===== src/rtl/lsh_pkg.sv =====
// ----------------------------------------------------------------------------
// lsh_pkg
// shared types and constants of the laplacian sharpening stream
// ----------------------------------------------------------------------------
package lsh_pkg;

	localparam int PIX_W         = 8;
	localparam int ROW_W         = 12;
	localparam int CFG_W         = 12;
	localparam int CFG_IDX_W     = 1;
	localparam int LAP_W         = PIX_W + 4;
	localparam int DEF_MAX_WIDTH = 2048;
	localparam int RESET_WIDTH   = 640;
	localparam int RESET_HEIGHT  = 480;
	localparam int MIN_SIZE      = 3;

	// decoupling queue between front and back
	localparam int QUEUE_DEPTH = 4;
	localparam int LVL_W       = $clog2(QUEUE_DEPTH + 1);

	typedef enum logic [CFG_IDX_W-1:0] {
		REG_FRAME_WIDTH  = 1'b0,
		REG_FRAME_HEIGHT = 1'b1
	} cfg_reg_t;

	// queue status seen by front and back
	typedef struct packed {
		logic             empty;
		logic [LVL_W-1:0] level;
	} lsh_qstat_t;

endpackage


===== src/rtl/lsh_back.sv =====
// ----------------------------------------------------------------------------
// lsh_back
// drains queued entries into the output register, splitting last-row
// entries into the sharpened pixel and the zero border pixel below it
// ----------------------------------------------------------------------------
module lsh_back import lsh_pkg::*; #(
	parameter  int MAX_WIDTH = DEF_MAX_WIDTH,
	localparam int CW        = $clog2(MAX_WIDTH),
	localparam int EW        = 2 + ROW_W + CW + PIX_W
) (
	input  logic             clk,
	input  logic             arst_n,
	input  logic [EW-1:0]    q_data,
	input  lsh_qstat_t       qstat,
	output logic             q_pop,
	input  logic             pop,
	output logic             empty,
	output logic [PIX_W-1:0] pixel_out,
	output logic [ROW_W-1:0] out_row,
	output logic [CW-1:0]    out_col,
	output logic             frame_end
);

	logic             out_valid_q;
	logic             pend_q;
	logic             end_pend_q;
	logic [PIX_W-1:0] pix_q;
	logic [ROW_W-1:0] row_q;
	logic [CW-1:0]    col_q;
	logic             end_q;

	logic advance;

	assign advance = !out_valid_q || pop;
	assign q_pop   = advance && !pend_q && !qstat.empty;

	always_ff @(posedge clk or negedge arst_n) begin
		if (!arst_n) begin
			out_valid_q <= 1'b0;
			pend_q      <= 1'b0;
			end_pend_q  <= 1'b0;
		end else if (advance) begin
			if (pend_q) begin
				pend_q <= 1'b0;
			end else if (!qstat.empty) begin
				out_valid_q <= 1'b1;
				pend_q      <= q_data[EW-2];
				end_pend_q  <= q_data[EW-1];
			end else begin
				out_valid_q <= 1'b0;
			end
		end
	end

	always_ff @(posedge clk) begin
		if (advance) begin
			if (pend_q) begin
				pix_q <= '0;
				row_q <= row_q + ROW_W'(1);
				end_q <= end_pend_q;
			end else if (!qstat.empty) begin
				pix_q <= q_data[PIX_W-1:0];
				col_q <= q_data[PIX_W+CW-1:PIX_W];
				row_q <= q_data[PIX_W+CW+ROW_W-1:PIX_W+CW];
				end_q <= 1'b0;
			end
		end
	end

	assign empty     = !out_valid_q;
	assign pixel_out = pix_q;
	assign out_row   = row_q;
	assign out_col   = col_q;
	assign frame_end = end_q;

endmodule


===== config.mk =====
export PLATFORM = sky130hd
export DESIGN_NAME = lsh_back
export DESIGN_NICKNAME = d
export VERILOG_FILES = /design/src/rtl/lsh_pkg.sv /design/src/rtl/lsh_back.sv
export SDC_FILE = /design/constraint.sdc
export NUM_CORES = 1
export LEC_CHECK = 0
export BUFFER_PORTS_ARGS = -buffer_cell sky130_fd_sc_hd__clkbuf_2
export CAP_MARGIN = 40
export CORE_UTILIZATION = 45
export DETAILED_ROUTE_END_ITERATION = 6
export GPL_TIMING_DRIVEN = 0
export PLACE_DENSITY = 0.83
export SETUP_SLACK_MARGIN = 0.5
export SYNTH_ARGS = -nofsm -noshare
export SYNTH_HDL_FRONTEND = slang
export SYNTH_SLANG_ARGS = --single-unit

===== constraint.sdc =====
create_clock -name clk -period 2.4 [get_ports clk]
set_input_delay 0.48 -clock clk [delete_from_list [all_inputs] [get_ports clk]]
set_output_delay 0.48 -clock clk [all_outputs]
set_load 0.05 [all_outputs]

==> impl_results.md, run 1 <==
- DRC: 0
- Static Leak: 0.860 nW
- Fmax: 0.554 GHz
- Design Area, Final: 0.00205 mm²
- Count leader, synth: edfxtp_1
- Synth top area share: 0.648
- Antenna violations before repair: 0
- Initial Util: 0.482
- Final core occ: 0.666
- Total power draw: 1.69 mW
- WL/cell: 13.7 µm
- PwrDens: 824 mW/mm²
- Die area: 0.00353 mm²
- Max-slew violation count: 0
- Crit path max fanout: 8
- Pre-CTS setup slack: 0.417 ns
- Pin count of the biggest net entering global routing: 13
- #FFs+latches synth: 35
- Htree depth: 2
- Status: finished, final reports clean
- Hold Fails Final Rpt: 0
- Worst Setup Start Kind: register
- Number of synthesized flops with an enable pin: 32
- Post-synth top area cell: edfxtp_1
- Top cells by area, synth: edfxtp_1 65%, dfrtp_1 5.1%, nor2b_1 3.8%, a31oi_1 3.0%, nor2_1 2.5%
- Layout Area Growth over Synthesis: 38.2%
- Worst setup EP type: primary output
- Post-synth cell types: 26
- Worst Path Arrival: 1.32 ns
- Yosys synthesis warning count: 0
- Root buffer cell: clkbuf_4
- RSZ-0062 raised after global routing: no
- Setup violations, final: 0
- Worst Hold Slack: 0.309 ns
- Antenna cells: 0
- Clk slew on worst S/H paths: 0.11 ns
- Vias in the first global route: 1164
- TritonRoute pass-1 iters: 4
- Hold/Removal Path Class: in -> reg
- Met2 WL: 1.59 mm
- CTS max path bufs: 2
- Final #Nets: 230
- Rows: 20
- Mapped Avg Cell Area: 13.6 µm²
- Total track usage: 0.196
- Routed wire length: 3.22 mm
- Vias per cell: 5.24
- Core area: 0.00308 mm²
- Hpwl dp: 2.40 mm
- Placed cells: 224
- Clock sinks: 35
- Post-Route M1 WL: 1.27 mm
- DR vias: 1225
- Placed Area: 0.00192 mm²
- Crit path kind: reg -> out
- Rel. slew slack: 0.618
- CP Data Required Time: 1.92 ns
- IO Pins: 74
- Uppermost layer routed: met4
- Die height: 59.4 µm
- Tightest Pin Transition: 0.573 ns
- Syn Inst Count: 109
- Ys flop type: edfxtp_1
- GRT overflow: 0
- Final worst setup slack: 0.596 ns
- Detailed Route Iter0 Violations: 31
- Met3 WL post-DR: 299 µm
- Mapped Nets: 150
- Clock skew: 0.00864 ns
- Gpl congestion: 0.802
- FFs w/ async S/R, synth: 0.0857
- Max IR drop VDD: 0.410 mV
- Final std cells w/o fill: 234
- IO Port Bufs: 70
- Commonest cells in the netlist: 32 x edfxtp_1, 10 x nor2_1, 9 x nor2b_1, 7 x a31oi_1
- Setup_tns: 0 ns
- Cts bufs inserted: 5
- Die width: 59.4 µm
- Antenna Nets Post-Route: 0
- First-pass GRT wire length: 5.00 mm
- Synthesized cell area: 0.00148 mm²
- Final Cycle Share: 0.752
- Layout cells sized above 1: 0.484
- Max Cap Violations: 0
- Final min period: 1.80 ns
- CTS tree: built
- Clock latency on the worst-skew pair: 0.34 ns
- Register area share after synthesis: 0.699
==> cells by family (layout without fill, tap and decap cells) <==
group	after synthesis	in the layout	share of synthesized area
DFF	35	35	0.699
AOI/OAI and AO/OA	22	22	0.0894
buffers and inverters	7	88	0.0177
adders and majority gates	1	1	0.00844
muxes	2	2	0.0152
xor gates and xnor gates	3	3	0.0177
and+or+nand+nor	39	39	0.153
==> routing by layer <==
metal  up-vias  global-route usage
met5         -                   0
met4         0              0.0952
met3         7              0.0786
met2        69               0.318
met1       575               0.225
li1        574                   -
==> power by group <==
| group | internal [mW] | total (mW) | switching, mW |
|---|---|---|---|
| Sequential | 0.754 | 0.801 | 0.0464 |
| Combinational | 0.125 | 0.465 | 0.340 |
| Clock | 0.219 | 0.423 | 0.204 |
==> critical path: stages (launching register included) <==
cell     delay, ns
dfrtp_1       0.38
buf_2         0.18
nor3_4        0.24
buf_8         0.18
==> cells in the final DEF, fill, tap and decap left out, drive strengths merged, types with 2 or more instances in the layout <==
master	instances
o21ai	5
o31ai	3
nand3	4
nor2	10
nor3	2
nor2b	9
nand4	3
dfrtp	3
clkbuf	77
buf	4
mux2	2
edfxtp	32
xnor2	2
nand2	3
a21oi	5
inv	3
clkinv	2
a31oi	7
or3	4
or4	3
==> what timing repair did <==
action / CTS / global route
resized for setup: 3 / 7
endpoints found under the hold margin: 3 / 0
setup endpoints to repair: 24 / 19
buffers inserted: 0 / 1
pin swaps: 0 / 1
hold buffers: 1 / 0
==> state kept, by name, indices dropped and copies added (netlist names) <==
signal       cells
end_pend_q       1
frame_end        1
out_col         11
out_row         12
out_valid_q      1
pend_q           1
pixel_out        8
==> worst paths after layout <==
| kind | endpoint | depth (start not counted) | from | slack [ns] |
|---|---|---|---|---|
| max | q_pop | 3 | pend_q | 0.60 |
| min | out_col[3] | 1 | q_data[11] | 0.31 |
| max reg2reg | out_col[10] | 3 | pend_q | 0.66 |
| min reg2reg | end_pend_q | 1 | end_pend_q | 0.52 |
| max in group asynchronous | out_valid_q | 2 | arst_n | 1.81 |
| min in group asynchronous | pend_q | 2 | arst_n | 0.47 |
==> cell type report <==
cell class	count	area, µm²
Sequential cell	35	1040
Tap cell	44	55.1
Fill cell	265	1030
Clock buffer	5	37.5
Clock inverter	3	43.8
Inverter	3	11.3
Timing Repair Buffer	73	393
Multi-Input combinational cell	67	457
Buffer	4	16.3
(Power assumes the default switching activity.)
==> inputs of run 2 (changes only) <==
--- a/config.mk
+++ b/config.mk
@@ -5,9 +5,10 @@
 export SDC_FILE = /design/constraint.sdc
 export NUM_CORES = 1
 export LEC_CHECK = 0
+export ABC_AREA = 1
 export BUFFER_PORTS_ARGS = -buffer_cell sky130_fd_sc_hd__clkbuf_2
 export CAP_MARGIN = 40
-export CORE_UTILIZATION = 45
+export CORE_UTILIZATION = 46
 export DETAILED_ROUTE_END_ITERATION = 6
 export GPL_TIMING_DRIVEN = 0
 export PLACE_DENSITY = 0.83
==> constraint.sdc (replaced) <==
create_clock -name clk -period 1.75 [get_ports clk]
set_input_delay 0.35 -clock clk [delete_from_list [all_inputs] [get_ports clk]]
set_output_delay 0.35 -clock clk [all_outputs]
set_load 0.05 [all_outputs]
==> impl_results.md, run 2 <==
- Status: finished, violations left
- Failing checks: negative setup slack
- IO Pins: 74 (unchanged)
- Crit path max fanout: 2 (-6)
- Setup violations, final: 1 (+1)
- Hold/Removal Path Class: in -> reg
- Clk slew on worst S/H paths: 0.12 ns (about the same)
- Final min period: 1.84 ns
- Post-synth cell types: 19 (-27%)
- Max Cap Violations: 0 (unchanged)
- Design Area, Final: 0.00296 mm² (+44%)
- FFs w/ async S/R, synth: 0.0857 (unchanged)
- Top cells by area, synth: edfxtp_1 61%, nand2_1 11%, inv_1 5.7%, dfrtp_1 4.8%, nor2_1 4.5%
- Worst Setup Start Kind: register
- Worst path slowest cell: dfrtp_1
- R2R depth: 8 (+5)
- Die width: 60.4 µm (+1.7%)
- Number of synthesized flops with an enable pin: 32 (unchanged)
- Clock network fraction of design power: 0.187 (-0.064)
- Syn Inst Count: 156 (+43%)
- Mapped Avg Cell Area: 10.1 µm² (-26%)
- Levels on crit path: 6 (+3)
- Placed Area: 0.00200 mm² (+4.6%)
- DRC: 0 (unchanged)
- Vias in the first global route: 1530 (+31%)
- Rows: 20 (unchanged)
- Worst Path Arrival: 1.49 ns (+0.17 ns)
- Sw Ratio: 0.391 (+0.0415)
- Cts bufs inserted: 5 (unchanged)
- Worst-path cell chain: clkinvlp_4 -> nor2_4 -> nor2_2 -> nand2_2 -> clkinvlp_4 -> clkbuf_16
- Initial Util: 0.498 (+0.0159)
- Rel. slew slack: 0.837 (+0.219)
- CTS tree: built
- Synthesized cell area: 0.00157 mm² (+5.8%)
- DR vias: 1704 (+39%)
- Min-Delay Path Depth: 1 (unchanged)
- Worst Hold Slack: 0.156 ns (-0.153 ns)
- Commonest cells in the netlist: 48 x nand2_1, 32 x edfxtp_1, 24 x inv_1, 19 x nor2_1, 10 x nand3_1
- Root buffer cell: clkbuf_4
- Layout Area Growth over Synthesis: 88.5%
- Worst stage delay on the critical path: 0.40 ns (+0.02 ns)
- Setup_tns: -0.0886 ns (-0.0886 ns)
- Routed wire length: 6.73 mm (+110%)
- Fmax: 0.544 GHz
- Ys flop type: edfxtp_1
- Die height: 60.4 µm (+1.7%)
- Clock latency on the worst-skew pair: 0.36 ns (+0.02 ns)
- #FFs+latches synth: 35 (unchanged)
- P_sw: 1.27 mW (+110%)
- Int Pwr: 1.97 mW (+80%)
- Antenna violations before repair: 0 (unchanged)
- CP dominant cell by count: clkinvlp_4
- Detailed Route Iter0 Violations: 225 (+630%)
- Layout cells sized above 1: 0.587 (+0.103)
- Clock sinks: 35 (unchanged)
- Reg power frac: 0.361 (-0.113)
- Die area: 0.00365 mm² (+3.4%)
- Antenna cells: 0 (unchanged)
- Register area share after synthesis: 0.660 (-0.0384)
- First-pass GRT wire length: 7.28 mm (+46%)
- Pre-CTS setup slack: 0.292 ns (-0.125 ns)
- Post-synth top area cell: edfxtp_1
- Final #Nets: 309 (+34%)
- Count leader, synth: nand2_1
- Final Cycle Share: 1.05
- WL/cell: 21.5 µm (+56%)
- Core area: 0.00315 mm² (+2.4%)
- Buf/Inv on CP: 3 (+1)
- Pin count of the biggest net entering global routing: 12 (-1)
- IO Port Bufs: 70 (unchanged)
- Antenna Nets Post-Route: 0 (unchanged)
- Max reg flops: 12 (unchanged)
- Hpwl dp: 2.47 mm (+2.9%)
- Delay-heaviest family, CP: buffers and inverters
- Highest-count cells in the layout ignoring fill and taps: 36 x clkbuf_2, 35 x nand2_1, 32 x edfxtp_1, 32 x buf_8, 19 x inv_1
- Hold Fails Final Rpt: 0 (unchanged)
- Worst setup EP type: primary output
- Final worst setup slack: -0.0886 ns (-0.684 ns)
- Htree depth: 2 (unchanged)
- Gpl congestion: 0.769 (-4.2%)
- Mapped Nets: 197 (+31%)
- Synth top area share: 0.612 (-0.0357)
- Static Leak: 1.36 nW (+58%)
- Yosys synthesis warning count: 0 (unchanged)
- Commonest non-fill, non-tap cell in the layout: clkbuf_2
- Crit path kind: reg -> out
- Max IR drop VDD: 0.832 mV (+100%)
- Clock skew: 0.0114 ns (+0.00271 ns)
- Combinational fraction of design power: 0.452 (+0.177)
- Total track usage: 0.288 (+0.0916)
- PwrDens: 1100 mW/mm² (+33%)
- TritonRoute pass-1 iters: 6 (+2)
- Vias per cell: 5.44 (+4.0%)
- CP Data Required Time: 1.40 ns (-0.52 ns)
- CTS max path bufs: 2 (unchanged)
- Fill cells: 93 (-65%)
- RSZ-0062 raised after global routing: yes
- Max-slew violation count: 0 (unchanged)
- Tightest Pin Transition: 0.242 ns (-0.331 ns)
- GRT overflow: 0 (unchanged)
run 2: cell count changes in the layout (fill, tap and decap cells not counted), sizes merged, moves of 5 or more:
cell / change
a21oi: -5
nor2b: -9
nand3: +6
inv: +18
a31oi: -6
clkbuf: -33
clkinvlp: +5
nand2: +46
nor2: +13
buf: +62
run 2: power by group through the flow:
stage / sequential [mW] / combinational [mW] / clock, mW
CTS: 1.13 / 1.16 / 0.574
floorplan: 1.50 / 0.256 / 0
global placement: 1.16 / 0.768 / 0
finish: 1.17 / 1.47 / 0.607
global route: 1.18 / 1.52 / 0.633
detailed placement: 1.17 / 0.781 / 0
run 2: per-stage QoR:
step	cells	utilization	power (mW)
final	313	0.938	3.24
after global placement	270	0.636	1.93
after floorplan	156	-	1.75
after CTS	300	0.840	2.86
after global routing	313	0.938	3.33
after detailed placement	270	0.636	1.95
run 2: routing by layer:
layer,vias up,global-route usage,wire length [µm]
li1,723,-,-
met1,803,0.316,2450
met2,137,0.529,3370
met3,41,0.0682,570
met4,0,0.120,338
met5,-,0,0
run 2: final timing paths:
path,end,slack (ns),startpoint
max reg2reg,out_col[0],0.12,out_valid_q
min reg2reg,end_pend_q,0.56,end_pend_q
min,out_col[9],0.16,q_data[17]
max in group asynchronous,pend_q,1.28,arst_n
max,q_pop,-0.09,out_valid_q
min in group asynchronous,end_pend_q,0.32,arst_n
run 2: kinds of logic after synthesis:
group | synth area share
XOR/XNOR | 0.0112
adder cells (fa/ha/maj) | 0.00797
buffers and inverters | 0.0726
AO/OA/AOI/OAI | 0.0287
flip-flops | 0.660
AND/OR/NAND/NOR | 0.219
run 2: timing repair:
item / in CTS / in global routing
pin swaps: 8 / 17
setup endpoints to repair: 62 / 81
buffers inserted: 19 / 13
cloned: 2 / 0
hold buffers: 1 / 0
hold endpoints to repair: 3 / 0
resized for setup: 88 / 81
run 2: layout make-up:
cell class,count,area [µm²],share of cell area
multi-input cells,94,603,0.204
inverters,24,113,0.0381
well taps,44,55.1,0.0186
clock inverters,3,38.8,0.0131
repair inverters,2,16.3,0.00550
plain buffers,3,37.5,0.0127
repair buffers,103,1020,0.345
clock buffers,5,37.5,0.0127
flip-flops and latches,35,1040,0.350
