## src/rtl/lsh_pkg.sv

```systemverilog
// ----------------------------------------------------------------------------
// lsh_pkg
// shared types and constants of the laplacian sharpening stream
// ----------------------------------------------------------------------------
package lsh_pkg;

	localparam int PIX_W         = 8;
	localparam int ROW_W         = 12;
	localparam int CFG_W         = 12;
	localparam int CFG_IDX_W     = 1;
	localparam int LAP_W         = PIX_W + 4;
	localparam int DEF_MAX_WIDTH = 2048;
	localparam int RESET_WIDTH   = 640;
	localparam int RESET_HEIGHT  = 480;
	localparam int MIN_SIZE      = 3;

	// decoupling queue between front and back
	localparam int QUEUE_DEPTH = 4;
	localparam int LVL_W       = $clog2(QUEUE_DEPTH + 1);

	typedef enum logic [CFG_IDX_W-1:0] {
		REG_FRAME_WIDTH  = 1'b0,
		REG_FRAME_HEIGHT = 1'b1
	} cfg_reg_t;

	// queue status seen by front and back
	typedef struct packed {
		logic             empty;
		logic [LVL_W-1:0] level;
	} lsh_qstat_t;

endpackage

```

## src/rtl/lsh_queue.sv

```systemverilog
// ----------------------------------------------------------------------------
// lsh_queue
// small register queue that decouples the front from the back
// ----------------------------------------------------------------------------
module lsh_queue import lsh_pkg::*; #(
	parameter int WIDTH = 32
) (
	input  logic             clk,
	input  logic             arst_n,
	input  logic             wr_en,
	input  logic [WIDTH-1:0] wr_data,
	input  logic             rd_en,
	output logic [WIDTH-1:0] rd_data,
	output lsh_qstat_t       stat
);

	localparam int PW = $clog2(QUEUE_DEPTH);

	logic [WIDTH-1:0] slot_q [QUEUE_DEPTH];
	logic [PW-1:0]    wr_ptr_q;
	logic [PW-1:0]    rd_ptr_q;
	logic [LVL_W-1:0] level_q;

	assign rd_data    = slot_q[rd_ptr_q];
	assign stat.empty = (level_q == '0);
	assign stat.level = level_q;

	always_ff @(posedge clk or negedge arst_n) begin
		if (!arst_n) begin
			wr_ptr_q <= '0;
			rd_ptr_q <= '0;
			level_q  <= '0;
		end else begin
			if (wr_en) begin
				wr_ptr_q <= (wr_ptr_q == PW'(QUEUE_DEPTH - 1)) ? '0 : wr_ptr_q + PW'(1);
			end
			if (rd_en) begin
				rd_ptr_q <= (rd_ptr_q == PW'(QUEUE_DEPTH - 1)) ? '0 : rd_ptr_q + PW'(1);
			end
			level_q <= level_q + LVL_W'(wr_en) - LVL_W'(rd_en);
		end
	end

	always_ff @(posedge clk) begin
		if (wr_en) begin
			slot_q[wr_ptr_q] <= wr_data;
		end
	end

endmodule

```

## config.mk

```make
export PLATFORM = sky130hd
export DESIGN_NAME = lsh_queue
export DESIGN_NICKNAME = d
export VERILOG_FILES = /design/src/rtl/lsh_pkg.sv /design/src/rtl/lsh_queue.sv
export SDC_FILE = /design/constraint.sdc
export NUM_CORES = 1
export LEC_CHECK = 0
export BUFFER_PORTS_ARGS = -buffer_cell sky130_fd_sc_hd__buf_2
export CORE_ASPECT_RATIO = 1.1
export CORE_MARGIN = 2
export CORE_UTILIZATION = 50
export CTS_BUF_LIST = sky130_fd_sc_hd__clkbuf_8 sky130_fd_sc_hd__clkbuf_16
export CTS_CLUSTER_SIZE = 40
export DETAILED_ROUTE_END_ITERATION = 7
export PLACE_DENSITY = 0.8
export SLEW_MARGIN = 10
export SYNTH_ARGS = -nofsm -noshare
export SYNTH_HDL_FRONTEND = slang
export SYNTH_SLANG_ARGS = --single-unit
```

## constraint.sdc

```tcl
create_clock -name clk -period 1.9 [get_ports clk]
set_input_delay 0.475 -clock clk [delete_from_list [all_inputs] [get_ports clk]]
set_output_delay 0.475 -clock clk [all_outputs]
set_load 0.02 [all_outputs]
```

==> results of run 1 <==
[area by class of cell]
type / instances / area, sq um / share of cell area, %
clock inverter: 15 / 136 / 2.13
clock buffer: 17 / 414 / 6.46
tap: 120 / 150 / 2.34
inverter: 6 / 22.5 / 0.351
sequential: 135 / 4020 / 62.7
timing repair buffer: 90 / 733 / 11.4
multi-input combinational: 54 / 935 / 14.6
[layer usage]
metal,track usage (%),routed length [um],vias up
li1,-,-,1048
met4,7.83,127,2
met2,27.0,4510,73
met5,0,13,-
met3,6.36,433,14
met1,21.5,3550,1230
[synthesized netlist by cell type (all sizes together)]
cell | count | area [sq um]
or3b | 1 | 8.76
dfrtp | 7 | 175
ha | 7 | 87.6
inv | 6 | 22.5
xnor2 | 2 | 17.5
fa | 1 | 20.0
mux2 | 2 | 22.5
clkbuf | 1 | 3.75
nor2 | 1 | 3.75
buf | 7 | 86.3
edfxtp | 128 | 3840
and2 | 4 | 25.0
nand2 | 1 | 3.75
nor3 | 1 | 5.00
mux4 | 32 | 736
o21ai | 2 | 10.0
[cells by family (layout without fill, tap and decap cells)]
kind of cell / after synthesis / in the layout / share of synthesized area, %
flip-flops: 135 / 135 / 79.3
multiplexers: 34 / 34 / 15.0
buffers and inverters: 14 / 128 / 2.22
adder cells (fa/ha/maj): 8 / 8 / 2.12
AND/OR/NAND/NOR: 8 / 8 / 0.913
AO/OA/AOI/OAI: 2 / 2 / 0.197
XOR/XNOR: 2 / 2 / 0.345
[how the worst min path moves through the flow]
stage	slack, ps	end	startpoint
2_1_floorplan	180	level_q[0]$_DFF_PN0_	arst_n
3_3_place_gp	320	level_q[0]$_DFF_PN0_	arst_n
3_5_place_dp	320	level_q[2]$_DFF_PN0_	arst_n
4_1_cts	140	slot_q[1][1]$_DFFE_PP_	wr_data[1]
5_1_grt	150	slot_q[2][27]$_DFFE_PP_	wr_data[27]
6_report	170	slot_q[3][1]$_DFFE_PP_	wr_data[1]
[sequential cells by signal (all words and copies together) (netlist names)]
signal    count
level_q       3
rd_ptr_q      2
slot_q      128
wr_ptr_q      2
[power by group through the flow]
stage,sequential [mW],clock (mW),combinational [mW]
floorplan,4.05,0,2.19
global placement,4.04,0,3.13
detailed placement,4.07,0,3.17
CTS,4.01,3.05,3.61
global route,4.06,3.17,3.96
finish,4.02,2.99,3.70
[repair_timing]
item                                    CTS  global route
endpoints found under the hold margin     7             0
resized for setup                        30            28
buffers inserted                          5             1
pin swaps                                 0             0
gates cloned                              1             1
hold buffers                              1             0
endpoints found under the setup margin   32            33
[worst max-delay path, delay by kind of cell (launching register included)]
family | cells | cell delay, ps
flops | 1 | 420
mux | 1 | 500
buf+inv | 3 | 420
[metrics by stage]
stage | util [%] | setup TNS, ps | std cells | power [mW]
after floorplan | - | 0 | 203 | 6.24
after global placement | 57.3 | 0 | 399 | 7.16
after detailed placement | 57.3 | 0 | 399 | 7.24
after CTS | 64.3 | -13720 | 438 | 10.7
after global routing | 64.8 | -14740 | 437 | 11.2
final | 64.8 | -12260 | 437 | 10.7
==> impl_metrics.tcl, run 1 <==
set metrics [dict create \
    outcome "finished with violations" \
    failed_checks "setup timing" \
    internal_power_mw 7.54 \
    grt_pass1_wl_um 13200 \
    combinational_share_of_power_pct 34.5 \
    route.detailed.drc 0 \
    ant_nets 0 \
    drt_pass1_iterations 4 \
    cts.clk_slew.worst_paths_ps 60 \
    cts.sink_count 135 \
    num_vias 2367 \
    insertion_delay_ps 510 \
    finalInstanceArea_sq_mm 0.00641 \
    grt_remaining_overflow 0 \
    min_delay_worst_type "primary input to flop" \
    rows 38 \
    p_sw_mw 3.17 \
    timing.critical_path.mode_cell "sky130_fd_sc_hd__buf_6" \
    worst_slew_pin_slew_ps 306 \
    core_sq_mm 0.00989 \
    final_min_period_over_clock_period_pct 123 \
    tritoncts.num_buffers 17 \
    worstPathCellList "buf_6 -> clkbuf_16 -> mux4_2 -> buf_6" \
    floorplan.io_pins 72 \
    synthesis.instances 203 \
    slowest_stage "sky130_fd_sc_hd__mux4_2" \
    die_w_um 100 \
    synth_seq_area_share_pct 79.2 \
    io_buffer_count 71 \
    drv_slew 0 \
    cp_data_required_time_ps 1420 \
    critical_path.endpoint_type "output port" \
    ff2ff_path_depth 8 \
    grt_antenna_before_repair 1 \
    die_y_um 110 \
    maxCapViolCount 0 \
    layout_commonest_cell "sky130_fd_sc_hd__edfxtp_1" \
    fillerInstances 686 \
    worstPathArrival_ps 1850 \
    hpwl_um 5210 \
    post-route-worst-setup-slack_ps -429 \
    ir_worst_vdd_uv 830 \
    floorplan.initialDensity_pct 51.3 \
    power_density_mw_per_mm2 1670 \
    netlist_area_sq_mm 0.00507 \
    ys_ff_latch 135 \
    clock.fmax_mhz 429 \
    worst-path-max-fanout 5 \
    holdPathStages 1 \
    antenna-diode-count 0 \
    detailedPlace.worstSlack_ps 14.7 \
    grt_util_all_layers_pct 17.1 \
    timing.rr.start "level_q[0]$_DFF_PN0_" \
    setup.worst_path.start "rd_ptr_q[0]$_DFFE_PN0P_" \
    root_buffer "sky130_fd_sc_hd__clkbuf_8" \
    cts_htree_levels 4 \
    gp_congestion 0.688 \
    yosys_warnings 0 \
    hold-worst-slack_ps 173 \
    cp_slowest_stage_delay_ps 500 \
    dpl-instance-area_sq_mm 0.00567 \
    power.leakage_nw 2.30 \
    reg2reg_setup_slack_ps 230 \
    synth.distinct_cells 19 \
    grt_max_degree 20 \
    final.min_clock_period_ps 2330 \
    post_drt_wl_per_cell_um 19.8 \
    rr_endpoint "level_q[2]$_DFF_PN0_" \
    cts.path.max_buffers 2 \
    drive_above_1_share_pct 50.5 \
    post_synth.cell_area_avg_sq_um 25.0 \
    crit_type "flop to output port" \
    grt_pass1_vias 2437 \
    setup_violations 32 \
    totalWireLength_um 8640 \
    p_seq_share_pct 37.5 \
    tritoncts "done" \
    final_hold_viol_count 0 \
    initialDrtViolationCount 140 \
    worstSetupStartpointType "flop" \
    slew_headroom_pct 79.6 \
    clockPowerShare_pct 28.0 \
    crit_path_end "rd_data[21]" \
    drt-vias-per-instance 5.42 \
    worst_clock_skew_ps 6.38 \
    synth_nets 247 \
    highest_count_cells_in_the_layout_ignoring_fill_and_taps "sky130_fd_sc_hd__edfxtp_1 (128), sky130_fd_sc_hd__buf_2 (47), sky130_fd_sc_hd__mux4_2 (32)" \
    die_footprint_sq_mm 0.0110 \
    synthToLayoutAreaGrowth_pct 26.4 \
    rsz0062_at_grt "yes" \
    num-nets-final 348 \
    netSwitchingFraction_pct 29.6 \
]
Note: power is estimated with default switching activity, not from simulation.
==> inputs of run 2 (changes only) <==
--- a/config.mk
+++ b/config.mk
@@ -5,6 +5,7 @@
 export SDC_FILE = /design/constraint.sdc
 export NUM_CORES = 1
 export LEC_CHECK = 0
+export ABC_AREA = 1
 export BUFFER_PORTS_ARGS = -buffer_cell sky130_fd_sc_hd__buf_2
 export CORE_ASPECT_RATIO = 1.1
 export CORE_MARGIN = 2
@@ -12,7 +13,7 @@
 export CTS_BUF_LIST = sky130_fd_sc_hd__clkbuf_8 sky130_fd_sc_hd__clkbuf_16
 export CTS_CLUSTER_SIZE = 40
 export DETAILED_ROUTE_END_ITERATION = 7
-export PLACE_DENSITY = 0.8
+export PLACE_DENSITY = 0.79
 export SLEW_MARGIN = 10
 export SYNTH_ARGS = -nofsm -noshare
 export SYNTH_HDL_FRONTEND = slang
==> impl_metrics.tcl, run 2 <==
set metrics [dict create \
    outcome "finished with violations" \
    failed_checks "setup timing" \
    synth-xor-area-share_pct 0 \
    die_w_um 107 \
    p_seq_share_pct 32.4 \
    postSynth.topFlopCell "sky130_fd_sc_hd__edfxtp_1" \
    most_area_hungry_cell_type_in_the_yosys_netlist "sky130_fd_sc_hd__edfxtp_1" \
    grt_antenna_before_repair 2 \
    rsz0062_at_grt "yes" \
    netSwitchingFraction_pct 35.1 \
    number_of_flip_flops_under_the_largest_register_name 128 \
    drt_pass1_iterations 5 \
    async_flop_share_pct 5.19 \
    combinational_share_of_power_pct 41.6 \
    floorplan.initialDensity_pct 51.1 \
    cts.sink_count 135 \
    totalWireLength_um 13200 \
    gp_congestion 0.688 \
    regMostFlops "slot_q" \
    tritoncts.num_buffers 17 \
    core_sq_mm 0.0114 \
    worstPathArrival_ps 1560 \
    grt_util_all_layers_pct 20.0 \
    min_delay_worst_type "primary input to flop" \
    layoutNonFillerInstCount 816 \
    worst-path-max-fanout 6 \
    drive_above_1_share_pct 29.2 \
    synth_edf_count 128 \
    worstSetupStartpointType "flop" \
    grt_pass1_vias 4020 \
    fillerInstances 787 \
    synth_top_cell_area_share_pct 65.7 \
    drt-vias-per-instance 4.92 \
    highest_count_cells_in_the_layout_ignoring_fill_and_taps "sky130_fd_sc_hd__nand2_1 (139), sky130_fd_sc_hd__edfxtp_1 (128), sky130_fd_sc_hd__inv_1 (120)" \
    post-synth-top-count-cell "sky130_fd_sc_hd__nand2_1" \
    largestRegisters "slot_q (128), level_q (3)" \
    io_buffer_count 71 \
    final_min_period_over_clock_period_pct 107 \
    die_y_um 117 \
    worst_clock_skew_ps 5.00 \
    grt_remaining_overflow 0 \
    synth_nets 596 \
    cts.clk_slew.worst_paths_ps 60 \
    netlist_area_sq_mm 0.00585 \
    drv_slew 0 \
    ir_worst_vdd_uv 909 \
    cts_htree_levels 4 \
    cts.path.max_buffers 2 \
    detailedPlace.worstSlack_ps 112 \
    synth.distinct_cells 14 \
    finalInstanceArea_sq_mm 0.00758 \
    synth.top_cells.by_area "sky130_fd_sc_hd__edfxtp_1 (66%), sky130_fd_sc_hd__nand2_1 (11%), sky130_fd_sc_hd__inv_1 (7.9%)" \
    maxCapViolCount 0 \
    slew_headroom_pct 79.6 \
    synthesized_area_fraction_occupied_by_ao_oa_aoi_and_oai_cells_pct 0.342 \
    rows 41 \
    initialDrtViolationCount 267 \
    multiInputGateArea_sq_mm 0.00124 \
    synth_mux_area_share_pct 0 \
    dp.cells 769 \
    post_synth.cell_area_avg_sq_um 10.6 \
    critical_path.endpoint_type "output port" \
    grt_max_degree 31 \
    basic_gate_share_of_the_synthesized_area_counting_and_or_nand_and_nor_cells_pct 16.9 \
    final.min_clock_period_ps 2040 \
    clockPowerShare_pct 26.0 \
    final_hold_viol_count 0 \
    ant_nets 0 \
    clock.fmax_mhz 491 \
    post_drt_wl_per_cell_um 16.2 \
    finalSetupTns_ps -3120 \
    num_vias 4013 \
    cp_data_required_time_ps 1420 \
    power_density_mw_per_mm2 1630 \
    grt_pass1_wl_um 19000 \
    post-route-worst-setup-slack_ps -135 \
    synth_top_family_by_area "simple AND/OR/NAND/NOR gates" \
    route.detailed.drc 0 \
    synthToLayoutAreaGrowth_pct 29.7 \
    num-nets-final 695 \
    power.leakage_nw 3.52 \
    tritoncts "done" \
    synth_seq_area_share_pct 68.7 \
    post_synth_most_frequent_cells "sky130_fd_sc_hd__nand2_1 (173), sky130_fd_sc_hd__edfxtp_1 (128), sky130_fd_sc_hd__inv_1 (123)" \
    yosys_warnings 0 \
    setup_violations 32 \
    dpl-instance-area_sq_mm 0.00637 \
    insertion_delay_ps 400 \
    root_buffer "sky130_fd_sc_hd__clkbuf_16" \
    die_footprint_sq_mm 0.0126 \
    layout_commonest_cell "sky130_fd_sc_hd__nand2_1" \
    internal_power_mw 8.03 \
    hpwl_um 7350 \
    ys_ff_latch 135 \
    yosys.area_share.adder_pct 1.84 \
    floorplan.io_pins 72 \
    worst_slew_pin_slew_ps 306 \
    synthesis.instances 552 \
    register_area_sq_mm 0.00402 \
    crit_type "flop to output port" \
    p_sw_mw 4.34 \
]
run 2: cell types whose count changed in the layout (fill, tap and decap cells not counted), sizes merged, moves of 2 or more:
cell	change
and2	-4
buf	+6
clkbuf	+4
clkinv	+3
diode	+2
inv	+133
mux2	-2
mux4	-32
nand2	+172
nand3	+65
o21ai	+2
xnor2	-2
run 2: area by class of cell:
cell class,count,share of cell area [%]
Timing Repair Buffer,100,12.8
Clock buffer,17,5.61
Timing Repair inverter,1,0.214
Sequential cell,135,53.0
Multi-Input combinational cell,253,16.4
Antenna cell,2,0.0660
Tap cell,150,2.47
Inverter,143,7.24
Clock inverter,15,2.14
run 2: worst paths after layout:
path	start	end	slack, ps	cells past startpoint
max reg2reg	level_q[0]$_DFF_PN0_	level_q[2]$_DFF_PN0_	320	8
max	rd_ptr_q[0]$_DFFE_PN0P_	rd_data[30]	-140	7
min	wr_data[23]	slot_q[1][23]$_DFFE_PP_	280	1
max in group asynchronous	arst_n	rd_ptr_q[0]$_DFFE_PN0P_	1290	2
min reg2reg	wr_ptr_q[0]$_DFFE_PN0P_	wr_ptr_q[0]$_DFFE_PN0P_	610	3
min in group asynchronous	arst_n	wr_ptr_q[0]$_DFFE_PN0P_	430	2
run 2: power groups by stage:
stage                     Clock, mW  Combinational (mW)  Sequential (mW)
final                          3.21                5.15             4.01
after global routing           3.38                5.54             4.05
after CTS                      3.24                3.88             4.02
after detailed placement          0                3.70             4.06
after global placement            0                3.57             4.03
after floorplan                   0                2.52             4.07
run 2: routing by layer:
| metal | part of all wire (%) | wire length [um] | track usage, % | up-vias |
|---|---|---|---|---|
| met3 | 5.9 | 775 | 5.84 | 16 |
| li1 | - | - | - | 1921 |
| met5 | 0 | 0 | 0 | - |
| met2 | 55 | 7240 | 36.6 | 144 |
| met4 | 1.8 | 232 | 7.31 | 0 |
| met1 | 38 | 4970 | 21.6 | 1932 |
run 2: per-stage QoR:
step	util [%]	power, mW	hold WS [ps]
3_5_place_dp	55.7	7.76	324
3_3_place_gp	55.7	7.61	320
6_report	66.3	12.4	282
4_1_cts	61.5	11.1	272
2_1_floorplan	-	6.59	179
5_1_grt	66.3	13.0	277
run 2: kinds of logic (layout without fill, tap and decap cells):
| group | Yosys count | count (layout) |
|---|---|---|
| adders and majority gates | 8 | 8 |
| AOI/OAI and AO/OA | 4 | 4 |
| buffers and inverters | 164 | 276 |
| and+or+nand+nor | 241 | 241 |
| DFF | 135 | 135 |
| other | 0 | 2 |
run 2: what timing repair did:
item,in CTS,in global routing
hold buffers,1,0
resized for setup,12,114
pin swaps,0,18
setup buffers,0,2
endpoints found under the hold margin,7,0
endpoints found under the setup margin,32,32
gates cloned,1,9
run 2: critical path, stage by stage (launching register included):
cell and delay, ps:
sky130_fd_sc_hd__dfrtp_2 370, sky130_fd_sc_hd__buf_12 160, sky130_fd_sc_hd__clkinv_8 100, sky130_fd_sc_hd__buf_12 150, sky130_fd_sc_hd__nand2_1 50, sky130_fd_sc_hd__nand3_1 100, sky130_fd_sc_hd__nand2_2 120, sky130_fd_sc_hd__buf_6 120
==> inputs of run 3 (changes only) <==
--- a/config.mk
+++ b/config.mk
@@ -9,11 +9,12 @@
 export BUFFER_PORTS_ARGS = -buffer_cell sky130_fd_sc_hd__buf_2
 export CORE_ASPECT_RATIO = 1.1
 export CORE_MARGIN = 2
-export CORE_UTILIZATION = 50
+export CORE_UTILIZATION = 40
 export CTS_BUF_LIST = sky130_fd_sc_hd__clkbuf_8 sky130_fd_sc_hd__clkbuf_16
 export CTS_CLUSTER_SIZE = 40
 export DETAILED_ROUTE_END_ITERATION = 7
-export PLACE_DENSITY = 0.79
+export PLACE_DENSITY = 0.67
+export SETUP_SLACK_MARGIN = 0.4
 export SLEW_MARGIN = 10
 export SYNTH_ARGS = -nofsm -noshare
 export SYNTH_HDL_FRONTEND = slang
==> impl_metrics.tcl, run 3 (synthesis gave the netlist of run 2 again) <==
set metrics [dict create \
    io_buffer_count 71 \
    largestRegisters "slot_q (128), level_q (3)" \
    grt_remaining_overflow 0 \
    totalWireLength_um 13500 \
    tritoncts "done" \
    dp.cells 813 \
    cts.clk_slew.worst_paths_ps 50 \
    power.leakage_nw 3.58 \
    maxCapViolCount 0 \
    met1_routed_length_um 5600 \
    setup_violations 32 \
    detailedPlace.worstSlack_ps 137 \
    multiInputGateArea_sq_mm 0.00137 \
    met2WireLength_um 7140 \
    worst_slew_pin_slew_ps 246 \
    die_footprint_sq_mm 0.0156 \
    cts_htree_levels 4 \
    route.top_layer_used "met4" \
    layoutNonFillerInstCount 863 \
    route.detailed.drc 0 \
    ir_worst_vdd_uv 921 \
    number_of_flip_flops_under_the_largest_register_name 128 \
    reg2reg_setup_slack_ps 330 \
    root_buffer "sky130_fd_sc_hd__clkbuf_16" \
    hpwl_um 7590 \
    drt_pass1_iterations 4 \
    num-nets-final 703 \
    fillerInstances 1181 \
    highest_count_cells_in_the_layout_ignoring_fill_and_taps "sky130_fd_sc_hd__nand2_1 (139), sky130_fd_sc_hd__edfxtp_1 (128), sky130_fd_sc_hd__inv_1 (115)" \
    grt_util_all_layers_pct 16.5 \
    insertion_delay_ps 420 \
    grt_antenna_before_repair 0 \
    initialDrtViolationCount 178 \
    min_delay_worst_type "primary input to flop" \
    grt_pass1_vias 3961 \
    total_power_mw 12.5 \
    worst_clock_skew_ps 8.93 \
    gp_congestion 0.695 \
    rows 46 \
    finalSetupTns_ps -3480 \
    layout.core_utilization_pct 54.8 \
    post_drt_wl_per_cell_um 15.6 \
    final_hold_viol_count 0 \
    regMostFlops "slot_q" \
    drive_above_1_share_pct 34.4 \
    failed_checks "setup timing" \
    drt-vias-per-instance 4.63 \
    die_w_um 119 \
    rsz0062_at_grt "yes" \
    final.min_clock_period_ps 2030 \
    synthToLayoutAreaGrowth_pct 34.2 \
    post-route-worst-setup-slack_ps -131 \
    worst-path-max-fanout 7 \
    num_vias 3997 \
    layout_commonest_cell "sky130_fd_sc_hd__nand2_1" \
    floorplan.io_pins 72 \
    worstPathArrival_ps 1560 \
    clock.fmax_mhz 492 \
    slew_headroom_pct 83.6 \
    ant_nets 0 \
    core_sq_mm 0.0143 \
    met3_wirelength_um 473 \
    crit_type "flop to output port" \
    grt_pass1_wl_um 19300 \
    register_area_sq_mm 0.00402 \
    grt_max_degree 41 \
    tritoncts.num_buffers 17 \
    cts.path.max_buffers 2 \
    final_min_period_over_clock_period_pct 107 \
    cp_data_required_time_ps 1420 \
    antenna-diode-count 0 \
    critical_path.endpoint_type "output port" \
    drv_slew 0 \
    floorplan.initialDensity_pct 40.8 \
    cts.sink_count 135 \
    power_density_mw_per_mm2 1590 \
    outcome "finished with violations" \
    die_y_um 131 \
    worstSetupStartpointType "flop" \
]
==> run 3: cell count changes in the layout (fill, tap and decap cells not counted), sizes merged <==
cell	before	now
bufinv	3	1
clkinv	12	11
clkbuf	22	23
clkinvlp	4	6
buf	94	101
diode	2	0
==> run 3: where the power goes <==
group          total (mW)  internal (mW)  switching (mW)  leakage, nW
clock network        2.89           1.75            1.15        0.259
logic                5.55           2.40            3.14         2.06
registers            4.03           3.84           0.189         1.26
total                12.5           7.99            4.48         3.58
==> run 3: layout make-up <==
| cell class | count | area share [%] |
|---|---|---|
| repair inverters | 1 | 0.207 |
| repair buffers | 108 | 14.1 |
| clock buffers | 17 | 5.42 |
| flip-flops and latches | 135 | 51.3 |
| inverters | 143 | 7.30 |
| clock inverters | 14 | 1.20 |
| well taps | 192 | 3.06 |
| multi-input cells | 253 | 17.5 |
==> run 3: repair_timing <==
item / 4_1_cts / 5_1_grt
buffers inserted: 5 / 2
gates resized for setup: 13 / 137
hold buffers: 1 / 0
cloned: 0 / 11
hold endpoints to repair: 7 / 0
endpoints found under the setup margin: 85 / 38
pin swaps: 0 / 21
==> run 3: per-stage QoR <==
step	area, sq um	hold slack [ps]
floorplan	5910	179
global placement	6550	317
detailed placement	6550	315
CTS	7150	253
global route	7850	259
finish	7850	271
==> run 3: metal layers <==
| layer | track usage, % | vias up |
|---|---|---|
| met4 | 8.61 | 0 |
| li1 | - | 1934 |
| met1 | 18.6 | 1945 |
| met5 | 0 | - |
| met3 | 3.95 | 22 |
| met2 | 29.5 | 96 |
==> run 3: worst paths after layout <==
kind,startpoint,endpoint,cells past startpoint
setup / recovery,rd_ptr_q[0]$_DFFE_PN0P_,rd_data[2],7
hold / removal,wr_data[25],slot_q[2][25]$_DFFE_PP_,1
setup reg to reg,level_q[0]$_DFF_PN0_,level_q[1]$_DFF_PN0_,7
hold reg to reg,wr_ptr_q[1]$_DFFE_PN0P_,wr_ptr_q[1]$_DFFE_PN0P_,2
max in group asynchronous,arst_n,rd_ptr_q[0]$_DFFE_PN0P_,2
min in group asynchronous,arst_n,level_q[2]$_DFF_PN0_,2
==> run 3: critical path, cell delays in order (launching register included) <==
cell,delay [ps]
sky130_fd_sc_hd__dfrtp_2,410
sky130_fd_sc_hd__buf_12,160
sky130_fd_sc_hd__inv_16,90
sky130_fd_sc_hd__clkbuf_16,150
sky130_fd_sc_hd__nand2_1,50
sky130_fd_sc_hd__nand3_1,60
sky130_fd_sc_hd__nand2_1,80
sky130_fd_sc_hd__buf_6,140
